**src/rtl/lfts_pkg.sv**
```systemverilog
`timescale 1ns / 1ps
// ----------------------------------------------------------------------------
// lfts_pkg: shared types and constants of the junction turn sequencer
// Register widths and reset values, register indexes, turn and phase codes.
// ----------------------------------------------------------------------------
package lfts_pkg;

    // Default widths of the sensor readings and the wheel speeds
    localparam int SENSOR_BITS_DEF = 10;
    localparam int SPEED_BITS_DEF  = 16;

    // Configuration register widths
    localparam int SPD_CFG_W  = 14;
    localparam int THR_W      = 11;
    localparam int CFG_DATA_W = 14;
    localparam int CFG_IDX_W  = 2;

    // Register reset values
    localparam logic [SPD_CFG_W-1:0] BASE_SPEED_RST    = SPD_CFG_W'(894);
    localparam logic [SPD_CFG_W-1:0] TURN_GAIN_RST     = SPD_CFG_W'(768);
    localparam logic [THR_W-1:0]     ON_THRESHOLD_RST  = THR_W'(717);
    localparam logic [THR_W-1:0]     OFF_THRESHOLD_RST = THR_W'(512);

    // Threshold scale: thresholds are Q1.10
    localparam int THR_FRAC = 10;

    // Signed width that holds base +/- gain without overflow
    localparam int SPD_SUM_W = SPD_CFG_W + 2;

    typedef enum logic [CFG_IDX_W-1:0] {
        CFG_BASE_SPEED    = 2'd0,
        CFG_TURN_GAIN     = 2'd1,
        CFG_ON_THRESHOLD  = 2'd2,
        CFG_OFF_THRESHOLD = 2'd3
    } cfg_reg_t;

    // Turn kind, the command code taken modulo 4
    typedef enum logic [1:0] {
        TURN_STRAIGHT = 2'd0,
        TURN_RIGHT    = 2'd1,
        TURN_REVERSE  = 2'd2,
        TURN_LEFT     = 2'd3
    } turn_t;

    // Raw command codes that start a turn
    localparam logic [2:0] CODE_LEFT     = 3'b111;
    localparam logic [2:0] CODE_STRAIGHT = 3'b000;
    localparam logic [2:0] CODE_RIGHT    = 3'b001;
    localparam logic [2:0] CODE_REVERSE  = 3'b010;

    typedef enum logic [6:0] {
        PH_IDLE   = 7'b000_0001,
        PH_LEAVE  = 7'b000_0010,
        PH_OFFC   = 7'b000_0100,
        PH_ONC    = 7'b000_1000,
        PH_REAL1  = 7'b001_0000,
        PH_ALLOFF = 7'b010_0000,
        PH_REAL2  = 7'b100_0000
    } phase_t;

endpackage

```
**src/rtl/lfts_if.sv**
```systemverilog
`timescale 1ns / 1ps
// ----------------------------------------------------------------------------
// lfts_cmd_if / lfts_res_if: item channels of the junction turn sequencer
// Valid/ready channels; an item moves when valid and ready are both high.
// ----------------------------------------------------------------------------
interface lfts_cmd_if #(
    parameter int SENSOR_BITS = 10
);
    logic                   valid;
    logic                   ready;
    logic                   mode;
    logic signed [2:0]      turn_code;
    logic                   right_path_seen;
    logic [SENSOR_BITS-1:0] left_side_raw;
    logic [SENSOR_BITS-1:0] right_side_raw;
    logic [SENSOR_BITS-1:0] center_raw;

    modport source (
        output valid, mode, turn_code, right_path_seen,
               left_side_raw, right_side_raw, center_raw,
        input  ready
    );

    modport sink (
        input  valid, mode, turn_code, right_path_seen,
               left_side_raw, right_side_raw, center_raw,
        output ready
    );
endinterface

interface lfts_res_if #(
    parameter int SPEED_BITS = 16
);
    logic                         valid;
    logic                         ready;
    logic signed [SPEED_BITS-1:0] left_speed;
    logic signed [SPEED_BITS-1:0] right_speed;
    logic                         turn_active;
    logic                         turn_done;
    logic [1:0]                   heading_out;

    modport source (
        output valid, left_speed, right_speed, turn_active, turn_done, heading_out,
        input  ready
    );

    modport sink (
        input  valid, left_speed, right_speed, turn_active, turn_done, heading_out,
        output ready
    );
endinterface

```
**src/rtl/line_follower_turn_sequencer_top.sv**
```systemverilog
`timescale 1ns / 1ps
// ----------------------------------------------------------------------------
// line_follower_turn_sequencer_top: junction turn sequencer of a line follower
// Starts a turn on a command item and steps its phases on sensor samples,
// giving the wheel speeds of each phase and the robot's heading.
// ----------------------------------------------------------------------------
// Usage:
//   cmd    : input items. mode 0 starts a turn (turn_code, right_path_seen);
//            mode 1 is a sensor sample (three raw readings, inverted here).
//   result : one item per input item: left/right wheel speeds (signed Q8.8),
//            turn_active, turn_done and the heading after the item.
//   cfg_*  : register write port; write only while no item is in flight.
// Timing:
//   An accepted item lands in an input register; its result is computed in
//   one pass and is loaded into the result register, which drives result. Turn
//   state is updated when that register is loaded, so while result is not held
//   a new item is taken every cycle: one item per clock sustained, set by the single input/result register pair.
// Reset:
//   Phase returns to idle, heading to north, registers to their defaults,
//   and both item registers empty.
// Stall:
//   While result is held, the finished item waits in the result register
//   and one more item may wait in the input register; cmd.ready then drops.
// ----------------------------------------------------------------------------
module line_follower_turn_sequencer_top #(
    parameter int SENSOR_BITS = lfts_pkg::SENSOR_BITS_DEF,
    parameter int SPEED_BITS  = lfts_pkg::SPEED_BITS_DEF
) (
    input  logic                               clk,
    input  logic                               rst_n,
    input  logic                               cfg_we,
    input  logic [lfts_pkg::CFG_IDX_W-1:0]     cfg_index,
    input  logic [lfts_pkg::CFG_DATA_W-1:0]    cfg_wdata,
    lfts_cmd_if.sink                           cmd,
    lfts_res_if.source                         result
);
    import lfts_pkg::*;

    // Common scale for strength and threshold compares
    localparam int STR_W  = SENSOR_BITS + 1;
    localparam int CMP_W  = SENSOR_BITS + THR_FRAC + 1;
    // Working width for the speed saturation
    localparam int CALC_W = (SPEED_BITS > SPD_SUM_W) ? SPEED_BITS : SPD_SUM_W;
    localparam logic signed [CALC_W-1:0] SPD_HI =
        signed'({{(CALC_W - SPEED_BITS + 1){1'b0}}, {(SPEED_BITS - 1){1'b1}}});
    localparam logic signed [CALC_W-1:0] SPD_LO = ~SPD_HI;

    // Configuration registers
    logic [SPD_CFG_W-1:0] base_speed_reg;
    logic [SPD_CFG_W-1:0] turn_gain_reg;
    logic [THR_W-1:0]     on_threshold_reg;
    logic [THR_W-1:0]     off_threshold_reg;

    // Input register
    logic                   in_valid_reg;
    logic                   mode_reg;
    logic [2:0]             code_reg;
    logic                   right_path_reg;
    logic [SENSOR_BITS-1:0] left_raw_reg;
    logic [SENSOR_BITS-1:0] right_raw_reg;
    logic [SENSOR_BITS-1:0] center_raw_reg;

    // Turn state
    phase_t     phase_reg, phase_next;
    turn_t      turn_reg, turn_next;
    logic [1:0] heading_reg, heading_next;

    // Result register
    logic                         res_valid_reg;
    logic signed [SPEED_BITS-1:0] left_speed_reg, left_speed_next;
    logic signed [SPEED_BITS-1:0] right_speed_reg, right_speed_next;
    logic                         active_reg, active_next;
    logic                         done_reg, done_next;

    logic advance;
    logic process;

    logic [STR_W-1:0]  str_left, str_right, str_center;
    logic              left_off, right_off, center_off, center_on, sides_off;
    logic [CMP_W-1:0]  on_scaled, off_scaled;
    logic signed [SPD_SUM_W-1:0] base_s, gain_s, ls_raw, rs_raw;
    turn_t             start_turn;

    function automatic logic signed [SPEED_BITS-1:0] sat_speed(
        input logic signed [SPD_SUM_W-1:0] v
    );
        logic signed [CALC_W-1:0] w;
        w = CALC_W'(v);
        if (w > SPD_HI) begin
            w = SPD_HI;
        end
        else if (w < SPD_LO) begin
            w = SPD_LO;
        end
        return w[SPEED_BITS-1:0];
    endfunction

    function automatic logic [CMP_W-1:0] scale_strength(input logic [STR_W-1:0] s);
        return {s, {THR_FRAC{1'b0}}};
    endfunction

    // Hand-shake: the result stage moves when empty or taken
    assign advance   = !res_valid_reg || result.ready;
    assign cmd.ready = !in_valid_reg || advance;
    assign process   = in_valid_reg && advance;

    // Strength is full scale minus the raw reading
    assign str_left   = {1'b1, {SENSOR_BITS{1'b0}}} - {1'b0, left_raw_reg};
    assign str_right  = {1'b1, {SENSOR_BITS{1'b0}}} - {1'b0, right_raw_reg};
    assign str_center = {1'b1, {SENSOR_BITS{1'b0}}} - {1'b0, center_raw_reg};

    assign on_scaled  = {on_threshold_reg, {SENSOR_BITS{1'b0}}};
    assign off_scaled = {off_threshold_reg, {SENSOR_BITS{1'b0}}};

    assign left_off   = scale_strength(str_left) < off_scaled;
    assign right_off  = scale_strength(str_right) < off_scaled;
    assign center_off = scale_strength(str_center) < off_scaled;
    assign center_on  = scale_strength(str_center) > on_scaled;
    assign sides_off  = left_off && right_off;

    assign base_s     = signed'(SPD_SUM_W'(base_speed_reg));
    assign gain_s     = signed'(SPD_SUM_W'(turn_gain_reg));
    assign start_turn = turn_t'(code_reg[1:0]);

    always_comb
    begin
        phase_next       = phase_reg;
        turn_next        = turn_reg;
        heading_next     = heading_reg;
        ls_raw           = '0;
        rs_raw           = '0;
        active_next      = 1'b0;
        done_next        = 1'b0;

        if (!mode_reg) begin
            // Start item: ignore unused codes, else load the turn
            if (code_reg inside {CODE_LEFT, CODE_STRAIGHT, CODE_RIGHT, CODE_REVERSE}) begin
                turn_next    = start_turn;
                heading_next = heading_reg + code_reg[1:0];
                active_next  = 1'b1;
                case (start_turn)
                    TURN_STRAIGHT: phase_next = PH_LEAVE;
                    TURN_REVERSE:  phase_next = right_path_reg ? PH_OFFC : PH_ALLOFF;
                    default:       phase_next = PH_OFFC;
                endcase
            end
        end
        else if (phase_reg != PH_IDLE) begin
            active_next = 1'b1;

            // Wheel speeds of the current phase
            if (phase_reg == PH_LEAVE) begin
                ls_raw = base_s;
                rs_raw = base_s;
            end
            else if (turn_reg == TURN_LEFT) begin
                ls_raw = base_s - gain_s;
                rs_raw = base_s + gain_s;
            end
            else if (turn_reg == TURN_RIGHT) begin
                ls_raw = base_s + gain_s;
                rs_raw = base_s - gain_s;
            end
            else begin
                ls_raw = base_s;
                rs_raw = -base_s;
            end

            // Exit test on this same sample
            case (phase_reg)
                PH_LEAVE:
                begin
                    if (sides_off) begin
                        phase_next = PH_IDLE;
                        done_next  = 1'b1;
                    end
                end
                PH_OFFC:
                begin
                    if (center_off) begin
                        phase_next = (turn_reg == TURN_REVERSE) ? PH_REAL1 : PH_ONC;
                    end
                end
                PH_ONC:
                begin
                    if (center_on) begin
                        phase_next = PH_LEAVE;
                    end
                end
                PH_REAL1:
                begin
                    if (sides_off && center_on) begin
                        phase_next = PH_ALLOFF;
                    end
                end
                PH_ALLOFF:
                begin
                    if (sides_off && center_off) begin
                        phase_next = PH_REAL2;
                    end
                end
                PH_REAL2:
                begin
                    if (sides_off && center_on) begin
                        phase_next = PH_IDLE;
                        done_next  = 1'b1;
                    end
                end
                default:
                begin
                    phase_next = PH_IDLE;
                end
            endcase
        end

        left_speed_next  = sat_speed(ls_raw);
        right_speed_next = sat_speed(rs_raw);
    end

    // Configuration writes
    always_ff @(posedge clk or negedge rst_n)
    begin
        if (!rst_n) begin
            base_speed_reg    <= BASE_SPEED_RST;
            turn_gain_reg     <= TURN_GAIN_RST;
            on_threshold_reg  <= ON_THRESHOLD_RST;
            off_threshold_reg <= OFF_THRESHOLD_RST;
        end
        else if (cfg_we) begin
            case (cfg_reg_t'(cfg_index))
                CFG_BASE_SPEED:    base_speed_reg    <= cfg_wdata[SPD_CFG_W-1:0];
                CFG_TURN_GAIN:     turn_gain_reg     <= cfg_wdata[SPD_CFG_W-1:0];
                CFG_ON_THRESHOLD:  on_threshold_reg  <= cfg_wdata[THR_W-1:0];
                CFG_OFF_THRESHOLD: off_threshold_reg <= cfg_wdata[THR_W-1:0];
                default:           base_speed_reg    <= base_speed_reg;
            endcase
        end
    end

    // Control: item valid flags and turn state
    always_ff @(posedge clk or negedge rst_n)
    begin
        if (!rst_n) begin
            in_valid_reg  <= 1'b0;
            res_valid_reg <= 1'b0;
            phase_reg     <= PH_IDLE;
            turn_reg      <= TURN_STRAIGHT;
            heading_reg   <= 2'd0;
        end
        else begin
            // Hold the input item until the result stage takes it
            if (cmd.valid && cmd.ready) begin
                in_valid_reg <= 1'b1;
            end
            else if (process) begin
                in_valid_reg <= 1'b0;
            end

            // Drop the result once taken; load a new one on process
            if (process) begin
                res_valid_reg <= 1'b1;
            end
            else if (result.ready) begin
                res_valid_reg <= 1'b0;
            end

            // Advance the turn state only when an item is processed
            if (process) begin
                phase_reg   <= phase_next;
                turn_reg    <= turn_next;
                heading_reg <= heading_next;
            end
        end
    end

    // Payload registers
    always_ff @(posedge clk)
    begin
        if (cmd.valid && cmd.ready) begin
            mode_reg       <= cmd.mode;
            code_reg       <= cmd.turn_code;
            right_path_reg <= cmd.right_path_seen;
            left_raw_reg   <= cmd.left_side_raw;
            right_raw_reg  <= cmd.right_side_raw;
            center_raw_reg <= cmd.center_raw;
        end
        if (process) begin
            left_speed_reg  <= left_speed_next;
            right_speed_reg <= right_speed_next;
            active_reg      <= active_next;
            done_reg        <= done_next;
        end
    end

    // Heading is stored with the result so a stalled item keeps its value
    logic [1:0] heading_res_reg;

    always_ff @(posedge clk)
    begin
        if (process) begin
            heading_res_reg <= heading_next;
        end
    end

    assign result.valid       = res_valid_reg;
    assign result.left_speed  = left_speed_reg;
    assign result.right_speed = right_speed_reg;
    assign result.turn_active = active_reg;
    assign result.turn_done   = done_reg;
    assign result.heading_out = heading_res_reg;

endmodule

```
**src/flat_wrapper.sv**
```systemverilog
// flat-port wrapper written by rule: the top's interface ports become plain ports
module line_follower_turn_sequencer_top_flat import lfts_pkg::*;
#(
    parameter int SENSOR_BITS = lfts_pkg::SENSOR_BITS_DEF,
    parameter int SPEED_BITS  = lfts_pkg::SPEED_BITS_DEF
)
  (clk, rst_n, cfg_we, cfg_index, cfg_wdata, cmd_valid, cmd_mode, cmd_turn_code, cmd_right_path_seen, cmd_left_side_raw, cmd_right_side_raw, cmd_center_raw, cmd_ready, result_valid, result_left_speed, result_right_speed, result_turn_active, result_turn_done, result_heading_out, result_ready);
  lfts_cmd_if #(.SENSOR_BITS(SENSOR_BITS)) cmd_i ();
  lfts_res_if #(.SPEED_BITS(SPEED_BITS)) result_i ();
  input  logic clk;
  input  logic rst_n;
  input  logic cfg_we;
  input  logic [lfts_pkg::CFG_IDX_W-1:0] cfg_index;
  input  logic [lfts_pkg::CFG_DATA_W-1:0] cfg_wdata;
  input wire logic [$bits(cmd_i.valid)-1:0] cmd_valid;
  input wire logic [$bits(cmd_i.mode)-1:0] cmd_mode;
  input wire logic [$bits(cmd_i.turn_code)-1:0] cmd_turn_code;
  input wire logic [$bits(cmd_i.right_path_seen)-1:0] cmd_right_path_seen;
  input wire logic [$bits(cmd_i.left_side_raw)-1:0] cmd_left_side_raw;
  input wire logic [$bits(cmd_i.right_side_raw)-1:0] cmd_right_side_raw;
  input wire logic [$bits(cmd_i.center_raw)-1:0] cmd_center_raw;
  output wire logic [$bits(cmd_i.ready)-1:0] cmd_ready;
  output wire logic [$bits(result_i.valid)-1:0] result_valid;
  output wire logic [$bits(result_i.left_speed)-1:0] result_left_speed;
  output wire logic [$bits(result_i.right_speed)-1:0] result_right_speed;
  output wire logic [$bits(result_i.turn_active)-1:0] result_turn_active;
  output wire logic [$bits(result_i.turn_done)-1:0] result_turn_done;
  output wire logic [$bits(result_i.heading_out)-1:0] result_heading_out;
  input wire logic [$bits(result_i.ready)-1:0] result_ready;
  assign cmd_i.valid = cmd_valid;
  assign cmd_i.mode = cmd_mode;
  assign cmd_i.turn_code = cmd_turn_code;
  assign cmd_i.right_path_seen = cmd_right_path_seen;
  assign cmd_i.left_side_raw = cmd_left_side_raw;
  assign cmd_i.right_side_raw = cmd_right_side_raw;
  assign cmd_i.center_raw = cmd_center_raw;
  assign cmd_ready = cmd_i.ready;
  assign result_valid = result_i.valid;
  assign result_left_speed = result_i.left_speed;
  assign result_right_speed = result_i.right_speed;
  assign result_turn_active = result_i.turn_active;
  assign result_turn_done = result_i.turn_done;
  assign result_heading_out = result_i.heading_out;
  assign result_i.ready = result_ready;
  line_follower_turn_sequencer_top #(.SENSOR_BITS(SENSOR_BITS), .SPEED_BITS(SPEED_BITS)) u_core (.clk(clk), .rst_n(rst_n), .cfg_we(cfg_we), .cfg_index(cfg_index), .cfg_wdata(cfg_wdata), .cmd(cmd_i), .result(result_i));
endmodule
```
**config.mk**
```make
export PLATFORM = sky130hd
export DESIGN_NAME = line_follower_turn_sequencer_top_flat
export DESIGN_NICKNAME = d
export VERILOG_FILES = /design/src/rtl/lfts_pkg.sv /design/src/rtl/lfts_if.sv /design/src/rtl/line_follower_turn_sequencer_top.sv /design/src/flat_wrapper.sv
export SDC_FILE = /design/constraint.sdc
export NUM_CORES = 1
export LEC_CHECK = 0
export ABC_AREA = 1
export BUFFER_PORTS_ARGS = -buffer_cell sky130_fd_sc_hd__buf_2
export CAP_MARGIN = 15
export CORE_AREA = 5 5 171 173
export CTS_BUF_LIST = sky130_fd_sc_hd__clkbuf_2
export DETAILED_ROUTE_END_ITERATION = 6
export DIE_AREA = 0 0 176 178
export PLACE_DENSITY_LB_ADDON = 0.08
export SLEW_MARGIN = 5
export SYNTH_ARGS = -nofsm -noshare
export SYNTH_HDL_FRONTEND = slang
export SYNTH_SLANG_ARGS = --single-unit
```
**constraint.sdc**
```tcl
create_clock -name clk -period 3.35 [get_ports clk]
set_clock_uncertainty 0.2 [all_clocks]
set_input_delay 0.335 -clock clk [delete_from_list [all_inputs] [get_ports clk]]
set_output_delay 0.335 -clock clk [all_outputs]
set_load 0.005 [all_outputs]
```
# Yosys cells after proc, flatten, opt, wreduce, memory -nomap -nowiden
# Index checks and enable logic that the tools add are counted.
# totals
inputBits	56
ram_bits	0
reg_bits	134
n_memories	0
output_inout_bits	38
latch_bits	0
word_cells	120
mem_bits_ro	0
# classes
n_bitwise	1
add_sub_neg	7
shifts	0
n_div	0
mul	0
n_reduce_logical	23
n_lt_le_gt_ge	8
mux	37
eq_ne	24
# ops
op	count
$mux 16	12
$lt 21x21->1	3
$mux 7	9
$pmux 7 s6	1
$sub 11x10->11 const A	3
$gt 16x16->1 const B	2
$lt 16x16->1 const B	2
$gt 21x21->1	1
$ne 3x3->1 const B	6
$neg 14->16	1
$add 14x14->15	1
$sub 14x14->15	1
$pmux 7 s2	1
$eq 2x2->1 const B	5
$reduce_and 2->1	5
$mux 1	9
$reduce_and 9->1	1
$eq 7x2->1 const B	1
$eq 7x3->1 const B	1
$eq 7x4->1 const B	1
$eq 7x5->1 const B	1
$eq 7x6->1 const B	1
$eq 7x7->1 const B	1
$ne 7x1->1 const B	1
19 further kinds	30

# Longest topological paths before layout
# Gate-level depths: netlist of the first run.
# logic_depth
ltp_word	8
depth_mapped	22
ltp_nobuf	22

# Worst setup path after synthesis of the first run
# OpenSTA, ideal clock, no wires.
# synth_path
path_kind	register to register
startpoint	register u_core.center_raw_reg[0]
endpoint	register u_core.phase_reg[4]
t_arrival_ps	2601
stages_incl_launch_ff	19
slack_ps	483
setup_ps	65
path_cell_list	edfxtp_1 inv_1 ha_1 nand3_1 nor2_1 nand2_1 or2_2 nor4_1 ha_1 nand2_1 nor2_1 and2_1 nand2_1 nand3_1 a21oi_2 nand3_2 nand2_4 nand2_1 nand2_1
# synth_between
elab_chain_cells	5
elab_cells_between_ends	11
cone_classes	add/sub: 1; order compare: 2; eq/ne: 5; reduce/logical: 3
# synth_lines
item	line	source
start: declaration	line_follower_turn_sequencer_top.sv:61	logic [SENSOR_BITS-1:0] center_raw_reg;
start signal: assignment	line_follower_turn_sequencer_top.sv:285	center_raw_reg <= cmd.center_raw;
$sub 11x10->11 *	line_follower_turn_sequencer_top.sv:110	assign str_center = {1'b1, {SENSOR_BITS{1'b0}}} - {1'b0, center_raw_reg};
$gt 21x21->1 / $lt 21x21->1 (equally long branches)	line_follower_turn_sequencer_top.sv:118, line_follower_turn_sequencer_top.sv:117	
$logic_and 1x1->1, on equally long branches	line_follower_turn_sequencer_top.sv:192, line_follower_turn_sequencer_top.sv:204, line_follower_turn_sequencer_top.sv:198	
$ne 3x3->1 (no line)	--	
$reduce_and 9->1 (no line) *	--	
end signal: assignment	line_follower_turn_sequencer_top.sv:269	phase_reg <= phase_next;
end: declaration	line_follower_turn_sequencer_top.sv:64	phase_t phase_reg, phase_next;
# Every way passes the cells marked *; elsewhere a longest branch is shown, timed or not.
# A chain may end at the register's enable or synchronous reset.

# Worst setup path in the final report of the first run
# layout_path
startpoint	register u_core.right_raw_reg[0]
endpoint	register u_core.phase_reg[0]
# layout_between
elab_chain_cells	6
elab_cells_between_ends	10
cone_classes	add/sub: 1; order compare: 1; eq/ne: 4; reduce/logical: 4
# layout_lines
item	line	source
start: declaration	line_follower_turn_sequencer_top.sv:60	logic [SENSOR_BITS-1:0] right_raw_reg;
start signal: assignment	line_follower_turn_sequencer_top.sv:284	right_raw_reg <= cmd.right_side_raw;
$sub 11x10->11 *	line_follower_turn_sequencer_top.sv:109	assign str_right = {1'b1, {SENSOR_BITS{1'b0}}} - {1'b0, right_raw_reg};
$lt 21x21->1 *	line_follower_turn_sequencer_top.sv:116	assign right_off = scale_strength(str_right) < off_scaled;
$logic_and 1x1->1 *	line_follower_turn_sequencer_top.sv:119	assign sides_off = left_off && right_off;
$logic_and 1x1->1, on equally long branches	line_follower_turn_sequencer_top.sv:192, line_follower_turn_sequencer_top.sv:204, line_follower_turn_sequencer_top.sv:198	
$ne 3x3->1 (no line)	--	
$reduce_and 9->1 (no line) *	--	
# Marks and branches as above.

==> load_flow_metrics.sql, run 1 <==
INSERT INTO impl_metrics (metric_group, metric, value, unit) VALUES
('outcome', 'status', 'complete, no violations', ''),
('power_and_ir_drop', 'total_power', '6.40', 'mW'),
('power_and_ir_drop', 'combPwrFrac', '45.6', '%'),
('placement', 'buffer_ports.inserted', '93', ''),
('critical_path', 'instance_count_on_the_critical_path', '20', ''),
('synth', 'post_synth_main_area_contributors', 'edfxtp_1, nand2_1, dfrtp_1', ''),
('critical_path', 'crit-reg2reg-launch', 'u_core.right_raw_reg[0]', ''),
('finish', 'multi_input_area', '0.00479', 'mm²'),
('critical_path', 'critical_path.startpoint', 'u_core.right_raw_reg[0]', ''),
('grt', 'pin_count_of_the_biggest_net_entering_global_routing', '36', ''),
('clock_tree', 'ctsHtreeMaxLevel', '4', ''),
('placement', 'place.gp.congestion', '0.905', ''),
('critical_path', 'critPathLaunchType', 'register', ''),
('clock_tree', 'worstSkewPairLatency', '0.77', 'ns'),
('detailed_routing', 'detailedRoute.firstIterationViolations', '534', ''),
('die', 'dieArea', '0.0313', 'mm²'),
('power_and_ir_drop', 'pwr_density_cell', '573', 'mW/mm²'),
('finish', 'layout.area.seq', '0.00373', 'mm²'),
('critical_path', 'crit_type', 'register to register', ''),
('synth', 'synth.distinct_cells', '45', ''),
('synth', 'mappedNetlistNets', '1332', ''),
('grt', 'grt_first_pass_wirelength', '43700', 'µm'),
('critical_path', 'worstPathCellList', 'inv_2, ha_2, nand3_1, nor2_1, nand2_1, or2_2, nor2_2, xnor2_1, ha_1, a21oi_1, nor2_1, nor2_1, nand2_1, nor2_1, nand2_1, nand2_2, nand3_4, nand2_4, nand2_1, nand2_1', ''),
('synth', 'post_synth_inst_count', '1200', ''),
('finish', 'layout.cells.most_common_list', 'nand2_1, inv_1, nand3_1, buf_2, o21ai_0', ''),
('power_and_ir_drop', 'p_switching', '2.88', 'mW'),
('critical_path', 'critical_path.endpoint', 'u_core.phase_reg[0]', ''),
('critical_path', 'cp_num_buf_inv', '1', ''),
('finish', 'drive_above_1_share', '14.5', '%'),
('timing', 'time_the_final_worst_path_needs_with_i_o_delays_and_setup', '3.09', 'ns'),
('timing', 'setup_tns', '0', 'ns'),
('finish', 'nNetsFinal', '1496', ''),
('detailed_routing', 'wl', '27500', 'µm'),
('critical_path', 'critPathCaptureType', 'register', ''),
('power_and_ir_drop', 'netSwitchingFraction', '44.9', '%'),
('die', 'die_x', '176', 'µm'),
('finish', 'area_growth', '20.9', '%'),
('finish', 'utilization', '40.7', '%'),
('timing', 'max_slew_margin', '34.6', '%'),
('die', 'placementRows', '61', ''),
('timing', 'tightest_slew', '0.978', 'ns'),
('clock_tree', 'clk_pin_slew', '0.26', 'ns'),
('critical_path', 'r2r_cells', '20', ''),
('critical_path', 'timing.critical_path.arrival', '3.56', 'ns'),
('synth', 'cell_area_after_synthesis', '0.00925', 'mm²'),
('detailed_routing', 'vias_per_cell', '4.84', ''),
('timing', 'max_freq', '324', 'MHz'),
('finish', 'nFillCells', '2866', ''),
('detailed_routing', 'drt_pass1_iterations', '6', ''),
('synth', 'ys_warn_count', '0', ''),
('synth', 'synth_seq_area_share', '40.4', '%'),
('finish', 'layout_commonest_cell', 'nand2_1', ''),
('timing', 'setup_violations', '0', ''),
('synth', 'yosys.area.top_type', 'edfxtp_1', ''),
('clock_tree', 'tritoncts.num_buffers', '17', ''),
('timing', 'final-hold-violation-count', '0', ''),
('grt', 'grt_usage', '18.0', '%'),
('placement', 'placed_cell_area', '0.0101', 'mm²'),
('critical_path', 'rrSetupSlack', '0.26', 'ns'),
('hold_path', 'timing.hold.worst.class', 'input pin to register', ''),
('detailed_routing', 'drt_drc_violations_left', '0', ''),
('power_and_ir_drop', 'static_power_due_to_leakage', '5.49', 'nW'),
('timing', 'period_share', '92.2', '%'),
('timing', 'report.final.slew_viol_count', '0', ''),
('power_and_ir_drop', 'power.sequential.fraction', '37.5', '%'),
('die', 'core', '0.0275', 'mm²'),
('critical_path', 'cpLargestDelayFamily', 'simple AND/OR/NAND/NOR gates', ''),
('detailed_routing', 'route.detailed.wl_per_inst', '15.9', 'µm'),
('critical_path', 'crit_fanout', '8', ''),
('synth', 'postSynthRegisterBits', '134', ''),
('placement', 'hpwl', '20900', 'µm');
==> cells by family (layout without fill, tap and decap cells) <==
group / count (synthesis) / in the layout / synth area share, %
AOI/OAI and AO/OA: 167 / 167 / 9.85
adders and majority gates: 76 / 76 / 10.4
other: 0 / 1 / 0
buffers and inverters: 218 / 395 / 9.16
xor gates and xnor gates: 36 / 36 / 3.41
DFF: 134 / 134 / 40.4
and+or+nand+nor: 569 / 569 / 26.8
==> routing by layer <==
layer / GRT usage (%) / share of wire (%) / up-vias
met3: 2.65 / 3.1 / 43
met2: 32.4 / 50 / 178
met5: 0 / 0 / -
met1: 22.1 / 44 / 3844
met4: 6.53 / 3.1 / 0
li1: - / - / 4274
==> cell type report <==
type | count | area share (%)
Sequential cell | 134 | 33.4
Antenna cell | 1 | 0.0224
Clock buffer | 18 | 0.806
Inverter | 189 | 6.35
Clock inverter | 14 | 1.46
Tap cell | 346 | 3.87
Timing Repair Buffer | 174 | 11.3
Multi-Input combinational cell | 848 | 42.8
==> worst min-delay path: stages <==
cell	delay (ns)
buf_2	0.11
nand2_1	0.37
nand2_1	0.16
o21ai_0	0.07
==> through the flow <==
stage / worst slack (ns) / cells / hold WS [ns]
floorplan: 0.483 / 1200 / -0.161
global placement: 0.132 / 1618 / 0.271
detailed placement: 0.0795 / 1618 / 0.276
CTS: 0.0549 / 1720 / 0.00102
global route: -0.0118 / 1724 / 0.00382
finish: 0.260 / 1724 / 0.0497
==> synth_stat cells <==
cell        n
nor2_2      3
o221ai_1    2
or2_1       1
or2_2       2
o21ai_2     1
xnor2_1    14
nor4_1      4
and2_1      4
dfrtp_1    45
ha_1       74
clkbuf_2    1
o21ai_0    80
nand2_2     4
inv_2       4
edfxtp_1   71
nor3b_1     3
o211ai_1    5
nand3_2     1
inv_1     185
nor3_1      9
a21oi_2     2
xor2_1     22
a21o_1      4
nand3_1   103
nor2_1     79
nor3_4      1
nor3_2      1
nand2_4     1
nor4b_1     1
nor4_2      1
a211oi_1    1
buf_4       3
nand2_1   316
clkbuf_1   12
a21oi_1    57
a31oi_1     3
nand4_1    31
fa_1        2
buf_2      13
o21ai_1     1
o21bai_1    9
o21a_1      2
nand4_2     1
dfstp_2    18
nand3b_1    3
==> timing repair <==
action / CTS / global route
gates cloned: 0 / 0
buffers inserted: 0 / 2
endpoints found under the setup margin: 1 / 8
resized for setup: 1 / 28
hold buffers: 70 / 1
endpoints found under the hold margin: 142 / 1
pin swaps: 0 / 11
==> power by group through the flow <==
stage | clock, mW | combinational [mW] | sequential, mW
final | 1.09 | 2.92 | 2.40
after floorplan | 0 | 1.99 | 2.35
after detailed placement | 0 | 2.83 | 2.43
after global placement | 0 | 2.82 | 2.43
after global routing | 1.19 | 3.35 | 2.44
after CTS | 1.14 | 2.91 | 2.40
==> worst min path at each step <==
stage	startpoint	to	cells after the start
2_1_floorplan	rst_n	u_core.base_speed_reg[0]	0
3_3_place_gp	u_core.on_threshold_reg[1]	u_core.on_threshold_reg[1]	2
3_5_place_dp	rst_n	u_core.turn_gain_reg[12]	1
4_1_cts	cmd_left_side_raw[9]	u_core.left_raw_reg[9]	2
5_1_grt	cmd_mode	u_core.mode_reg	2
6_report	cfg_we	u_core.on_threshold_reg[7]	4
No activity file was read; power rests on OpenSTA's default activity.
==> run 2: changes to the inputs <==
--- a/config.mk
+++ b/config.mk
@@ -13,6 +13,7 @@
 export DETAILED_ROUTE_END_ITERATION = 6
 export DIE_AREA = 0 0 176 178
 export PLACE_DENSITY_LB_ADDON = 0.08
+export RECOVER_POWER = 50
 export SLEW_MARGIN = 5
 export SYNTH_ARGS = -nofsm -noshare
 export SYNTH_HDL_FRONTEND = slang
==> run 2 against run 1 <==
- the flow now finishes with violations (capacitance limit, slew limit)
- critical path type unchanged
- fmax grew 0.30%
- first-iteration DRC count grew 2.1%
- highest routed layer unchanged
- sequential share of layout area grew 0.11 points
- worst hold slack gained 0.010 ns
- register-to-register slack is essentially flat
==> load_flow_metrics.sql, run 2 (same netlist as run 1, synthesis figures left out) <==
INSERT INTO impl_metrics (metric_group, metric, value, unit) VALUES
('power_and_ir_drop', 'static_power_due_to_leakage', '5.45', 'nW'),
('timing', 'setup_violations', '0', ''),
('clock_tree', 'cts-root-to-sink-buffers', '2', ''),
('timing', 'max_freq', '325', 'MHz'),
('grt', 'grt_first_pass_wirelength', '43700', 'µm'),
('grt', 'total_global_routing_overflow', '0', ''),
('clock_tree', 'tritoncts_num_sinks', '134', ''),
('critical_path', 'crit_required', '3.82', 'ns'),
('finish', 'nNetsFinal', '1496', ''),
('grt', 'via_count_of_the_first_global_routing_pass', '8186', ''),
('clock_tree', 'clk_pin_slew', '0.26', 'ns'),
('critical_path', 'critPathCaptureType', 'register', ''),
('finish', 'finished_layout_cells', '1724', ''),
('detailed_routing', 'wl', '27500', 'µm'),
('die', 'top_level_ports', '94', ''),
('outcome', 'status', 'finished with violations', ''),
('clock_tree', 'tritoncts.num_buffers', '17', ''),
('outcome', 'violations', 'capacitance limit, slew limit', ''),
('grt', 'pin_count_of_the_biggest_net_entering_global_routing', '36', ''),
('finish', 'stdcell_area', '0.0111', 'mm²'),
('placement', 'placed_cell_area', '0.0101', 'mm²'),
('placement', 'hpwl', '20900', 'µm'),
('die', 'initial_core_util', '33.7', '%'),
('critical_path', 'timing.critical_path.arrival', '3.55', 'ns'),
('placement', 'buffer_ports.inserted', '93', ''),
('detailed_routing', 'drt_pass1_iterations', '5', ''),
('die', 'dieArea', '0.0313', 'mm²'),
('die', 'core', '0.0275', 'mm²'),
('timing', 'tightest_slew', '1.51', 'ns'),
('detailed_routing', 'vias', '8340', ''),
('placement', 'dp.cells', '1618', ''),
('grt', 'initial_antenna_violation_count', '1', ''),
('placement', 'place.gp.congestion', '0.905', ''),
('critical_path', 'crit_fanout', '8', ''),
('timing', 'final-hold-violation-count', '0', ''),
('die', 'die_x', '176', 'µm'),
('timing', 'max_slew_margin', '-0.560', '%'),
('power_and_ir_drop', 'max-vdd-ir-drop', '0.254', 'mV'),
('timing', 'setup_tns', '0', 'ns'),
('power_and_ir_drop', 'pwr_density_cell', '574', 'mW/mm²'),
('clock_tree', 'cts_root_buffer', 'clkbuf_2', ''),
('detailed_routing', 'drt_drc_violations_left', '0', ''),
('timing', 'time_the_final_worst_path_needs_with_i_o_delays_and_setup', '3.08', 'ns'),
('detailed_routing', 'detailedRoute.firstIterationViolations', '545', ''),
('clock_tree', 'worstSkewPairLatency', '0.77', 'ns'),
('hold_path', 'timing.hold.worst.class', 'input pin to register', ''),
('clock_tree', 'ctsHtreeMaxLevel', '4', ''),
('finish', 'nFillCells', '2878', ''),
('critical_path', 'critPathLaunchType', 'register', ''),
('run', 'cap_violations', '1', ''),
('critical_path', 'crit_type', 'register to register', ''),
('finish', 'drive_above_1_share', '13.1', '%'),
('detailed_routing', 'postRouteAntennaNets', '0', ''),
('die', 'placementRows', '61', ''),
('timing', 'final.hold.worst_slack', '0.0600', 'ns'),
('die', 'die_height', '178', 'µm'),
('clock_tree', 'tritoncts', 'done', ''),
('timing', 'report.final.slew_viol_count', '23', ''),
('finish', 'area_growth', '20.5', '%'),
('grt', 'grt_usage', '18.0', '%'),
('finish', 'layout.cells.most_common_list', 'nand2_1, inv_1, nand3_1, buf_2, o21ai_0', ''),
('detailed_routing', 'route.detailed.wl_per_inst', '15.9', 'µm'),
('timing', 'period_share', '92.0', '%'),
('finish', 'layout_commonest_cell', 'nand2_1', ''),
('detailed_routing', 'vias_per_cell', '4.84', '');
==> run 2: cell count changes in the layout (fill, tap and decap cells not counted), sizes merged <==
cell | previous run | this run
buf | 104 | 94
clkbuf | 18 | 28
==> run 2: critical path, stage by stage (launching register included) <==
cell	delay, ns
edfxtp_1	0.43
inv_2	0.08
ha_2	0.18
nand3_1	0.11
nor2_1	0.10
nand2_1	0.07
or2_2	0.32
nor2_2	0.11
xnor2_1	0.13
ha_1	0.26
a21oi_1	0.14
nor2_1	0.05
nor2_1	0.08
nand2_1	0.05
nor2_1	0.12
nand2_1	0.10
nand2_2	0.09
nand3_4	0.14
nand2_4	0.13
nand2_1	0.06
nand2_1	0.06
==> run 2: routing by layer <==
| metal | vias up | GRT usage [%] | wire length (µm) |
|---|---|---|---|
| met4 | 0 | 6.53 | 859 |
| met5 | - | 0 | 0 |
| met1 | 3827 | 22.1 | 11900 |
| met2 | 201 | 32.4 | 13800 |
| met3 | 44 | 2.65 | 976 |
| li1 | 4268 | - | - |
==> run 2: report_power, final <==
| group | switching, mW | total (mW) | leakage (nW) | internal, mW |
|---|---|---|---|---|
| Clock | 0.722 | 1.09 | 0.141 | 0.364 |
| Combinational | 1.90 | 2.91 | 3.87 | 1.02 |
| Sequential | 0.258 | 2.39 | 1.44 | 2.14 |
| Total | 2.87 | 6.39 | 5.45 | 3.51 |
==> run 2: worst paths after layout <==
path | startpoint | end | slack (ns) | cells past startpoint
setup / recovery | u_core.right_raw_reg[0] | u_core.phase_reg[0] | 0.27 | 20
hold reg to reg | u_core.on_threshold_reg[9] | u_core.on_threshold_reg[9] | 0.31 | 2
max in group asynchronous | rst_n | u_core.turn_reg[0] | 0.59 | 4
hold / removal | cfg_we | u_core.on_threshold_reg[7] | 0.06 | 4
setup reg to reg | u_core.right_raw_reg[0] | u_core.phase_reg[0] | 0.27 | 20
min in group asynchronous | rst_n | u_core.phase_reg[4] | 0.54 | 3
==> run 2: per-stage QoR <==
stage	setup WS, ns	power, mW	utilization [%]
6_report	0.269	6.39	40.5
2_1_floorplan	0.483	4.34	-
3_3_place_gp	0.132	5.25	36.7
5_1_grt	-0.0117	6.96	40.5
4_1_cts	0.0549	6.45	40.2
3_5_place_dp	0.0795	5.26	36.7
==> run 2: layout make-up <==
type / instances / area, µm² / share of cell area (%)
Antenna cell: 1 / 2.50 / 0.0225
Clock inverter: 14 / 163 / 1.46
Tap cell: 346 / 433 / 3.89
Clock buffer: 18 / 90.1 / 0.809
Multi-Input combinational cell: 848 / 4790 / 43.0
Timing Repair Buffer: 174 / 1220 / 11.0
Sequential cell: 134 / 3730 / 33.5
Inverter: 189 / 709 / 6.37
==> run 2: repair_timing <==
item	CTS	global route
resized for setup	1	28
setup buffers	0	2
setup endpoints to repair	1	8
hold buffers	70	1
pin swaps	0	11
endpoints found under the hold margin	142	1
==> run 3: changes to the inputs <==
--- a/config.mk
+++ b/config.mk
@@ -9,7 +9,6 @@
 export BUFFER_PORTS_ARGS = -buffer_cell sky130_fd_sc_hd__buf_2
 export CAP_MARGIN = 15
 export CORE_AREA = 5 5 171 173
-export CTS_BUF_LIST = sky130_fd_sc_hd__clkbuf_2
 export DETAILED_ROUTE_END_ITERATION = 6
 export DIE_AREA = 0 0 176 178
 export PLACE_DENSITY_LB_ADDON = 0.08
==> run 3 against run 2 <==
- the run still ends with capacitance limit, slew limit left
- worst setup slack better by 0.011 ns
- critical path depth unchanged
- largest cell class unchanged
- flip-flop and latch count did not move
- wire length shrank 2.0%
- die area unchanged
==> load_flow_metrics.sql, run 3 (same netlist as run 1, synthesis figures left out) <==
INSERT INTO impl_metrics (metric_group, metric, value, unit) VALUES
('outcome', 'status', 'finished with violations', ''),
('outcome', 'violations', 'capacitance limit, slew limit', ''),
('power_and_ir_drop', 'max-vdd-ir-drop', '0.330', 'mV'),
('power_and_ir_drop', 'pwr_density_cell', '647', 'mW/mm²'),
('grt', 'pin_count_of_the_biggest_net_entering_global_routing', '36', ''),
('detailed_routing', 'wl', '26900', 'µm'),
('grt', 'grt_first_pass_wirelength', '42800', 'µm'),
('critical_path', 'critPathCaptureType', 'register', ''),
('timing', 'max_slew_margin', '-34.7', '%'),
('critical_path', 'cpLargestDelayFamily', 'simple AND/OR/NAND/NOR gates', ''),
('critical_path', 'cp_slowest_cell', 'edfxtp_1', ''),
('timing', 'final_critical_path_setup_slack', '0.279', 'ns'),
('run', 'cap_violations', '1', ''),
('placement', 'place.gp.congestion', '0.905', ''),
('critical_path', 'slowest_delay', '0.35', 'ns'),
('die', 'die_height', '178', 'µm'),
('detailed_routing', 'drt_drc_violations_left', '0', ''),
('hold_path', 'timing.hold.worst.class', 'input pin to register', ''),
('clock_tree', 'tritoncts_num_sinks', '134', ''),
('finish', 'layout.area.seq', '0.00373', 'mm²'),
('clock_tree', 'cts-root-to-sink-buffers', '2', ''),
('timing', 'time_the_final_worst_path_needs_with_i_o_delays_and_setup', '3.07', 'ns'),
('die', 'core', '0.0275', 'mm²'),
('finish', 'layout_commonest_cell', 'nand2_1', ''),
('clock_tree', 'cts_root_buffer', 'clkbuf_16', ''),
('die', 'initial_core_util', '33.7', '%'),
('clock_tree', 'ctsHtreeMaxLevel', '4', ''),
('die', 'dieArea', '0.0313', 'mm²'),
('finish', 'nFillCells', '2884', ''),
('placement', 'buffer_ports.inserted', '93', ''),
('clock_tree', 'tritoncts', 'done', ''),
('critical_path', 'crit_type', 'register to register', ''),
('critical_path', 'worstPathCellList', 'inv_1, ha_1, nand3_1, nor2_1, nand2_1, or2_2, nor2_2, xnor2_1, ha_1, a21oi_1, nor2_1, nor2_1, nand2_1, nor2_1, nand2_1, nand2_1, nand3_4, nand2_4, nand2_1, nand2_1', ''),
('finish', 'area_growth', '20.0', '%'),
('timing', 'max_freq', '326', 'MHz'),
('grt', 'total_global_routing_overflow', '0', ''),
('critical_path', 'cp_num_buf_inv', '1', ''),
('detailed_routing', 'vias', '8170', ''),
('timing', 'period_share', '91.7', '%'),
('finish', 'nNetsFinal', '1463', ''),
('timing', 'tightest_slew', '2.02', 'ns'),
('power_and_ir_drop', 'static_power_due_to_leakage', '5.38', 'nW'),
('finish', 'antenna_cells', '0', ''),
('die', 'placementRows', '61', ''),
('grt', 'initial_antenna_violation_count', '0', ''),
('timing', 'final-hold-violation-count', '0', ''),
('timing', 'setup_violations', '0', ''),
('detailed_routing', 'vias_per_cell', '4.83', ''),
('finish', 'finished_layout_cells', '1690', ''),
('detailed_routing', 'drt_pass1_iterations', '6', ''),
('die', 'die_x', '176', 'µm'),
('timing', 'report.final.slew_viol_count', '32', ''),
('finish', 'layout.cells.most_common_list', 'nand2_1, inv_1, nand3_1, o21ai_0', ''),
('finish', 'multi_input_area', '0.00475', 'mm²'),
('placement', 'post-place-ws', '0.0795', 'ns'),
('critical_path', 'critPathLaunchType', 'register', ''),
('detailed_routing', 'route.detailed.wl_per_inst', '15.9', 'µm'),
('critical_path', 'timing.critical_path.arrival', '3.23', 'ns'),
('clock_tree', 'tritoncts.num_buffers', '17', ''),
('critical_path', 'cp_common_cell', 'nand2_1', ''),
('detailed_routing', 'detailedRoute.firstIterationViolations', '507', ''),
('clock_tree', 'clk_pin_slew', '0.06', 'ns'),
('critical_path', 'crit_fanout', '8', ''),
('power_and_ir_drop', 'total_power', '7.18', 'mW'),
('placement', 'dp.cells', '1618', ''),
('placement', 'placed_cell_area', '0.0101', 'mm²'),
('placement', 'hpwl', '20900', 'µm'),
('finish', 'drive_above_1_share', '11.5', '%'),
('die', 'top_level_ports', '94', ''),
('timing', 'setup_tns', '0', 'ns'),
('grt', 'via_count_of_the_first_global_routing_pass', '7946', ''),
('clock_tree', 'worstSkewPairLatency', '0.43', 'ns'),
('finish', 'stdcell_area', '0.0111', 'mm²'),
('grt', 'grt_usage', '17.7', '%'),
('detailed_routing', 'postRouteAntennaNets', '0', ''),
('critical_path', 'crit_required', '3.51', 'ns'),
('clock_tree', 'number_of_post_cts_setup_repair_buffers', '0', '');
==> run 3: changes by cell type in the layout (fill, tap and decap cells not counted), sizes merged <==
cell	change
buf	-26
dlygate4sd3	-30
clkbuf	+23
diode	-1
==> run 3: through the flow <==
step | hold WS [ns] | util [%]
final | 0.0196 | 40.4
after global placement | 0.271 | 36.7
after detailed placement | 0.276 | 36.7
after CTS | 0.0147 | 40.3
after floorplan | -0.161 | -
after global routing | 0.0552 | 40.4
==> run 3: worst paths after layout <==
kind	slack, ns	cells after the start	startpoint	end
max	0.28	20	u_core.right_raw_reg[0]	u_core.phase_reg[4]
min	0.02	3	cfg_wdata[13]	u_core.base_speed_reg[13]
min in group asynchronous	0.82	2	rst_n	u_core.heading_reg[1]
max in group asynchronous	0.83	3	rst_n	u_core.on_threshold_reg[3]
max reg2reg	0.28	20	u_core.right_raw_reg[0]	u_core.phase_reg[4]
min reg2reg	0.29	2	u_core.on_threshold_reg[5]	u_core.on_threshold_reg[5]
==> run 3: final cells by class <==
cell class / count / share of cell area [%]
inverter: 189 / 6.39
sequential: 134 / 33.6
tap: 346 / 3.90
clock buffer: 18 / 3.87
timing repair buffer: 141 / 7.95
clock inverter: 14 / 1.47
multi-input combinational: 848 / 42.8
==> run 3: where the power goes <==
part	internal (mW)	switching, mW	total, mW
combinational	0.967	1.88	2.85
clock	1.12	0.813	1.93
sequential	2.15	0.256	2.40
total	4.23	2.95	7.18
==> run 3: per-layer routing <==
layer | vias to the layer above | global-route usage [%] | share of wire, %
met3 | 34 | 3.07 | 3.3
met5 | - | 0 | 0
met2 | 184 | 31.5 | 50
li1 | 4202 | - | -
met1 | 3750 | 21.7 | 44
met4 | 0 | 5.85 | 2.8
==> run 3: what timing repair did <==
action / CTS / global route
hold buffers: 40 / 0
setup endpoints to repair: 0 / 8
gates resized for setup: 0 / 20
hold endpoints to repair: 67 / 0
==> run 3: worst reg2reg max path, stage by stage, from the launching register on <==
cell,delay [ns]
edfxtp_1,0.35
inv_1,0.10
ha_1,0.19
nand3_1,0.12
nor2_1,0.10
nand2_1,0.07
or2_2,0.32
nor2_2,0.11
xnor2_1,0.12
ha_1,0.26
a21oi_1,0.15
nor2_1,0.05
nor2_1,0.08
nand2_1,0.05
nor2_1,0.12
nand2_1,0.09
nand2_1,0.11
nand3_4,0.14
nand2_4,0.14
nand2_1,0.07
nand2_1,0.06
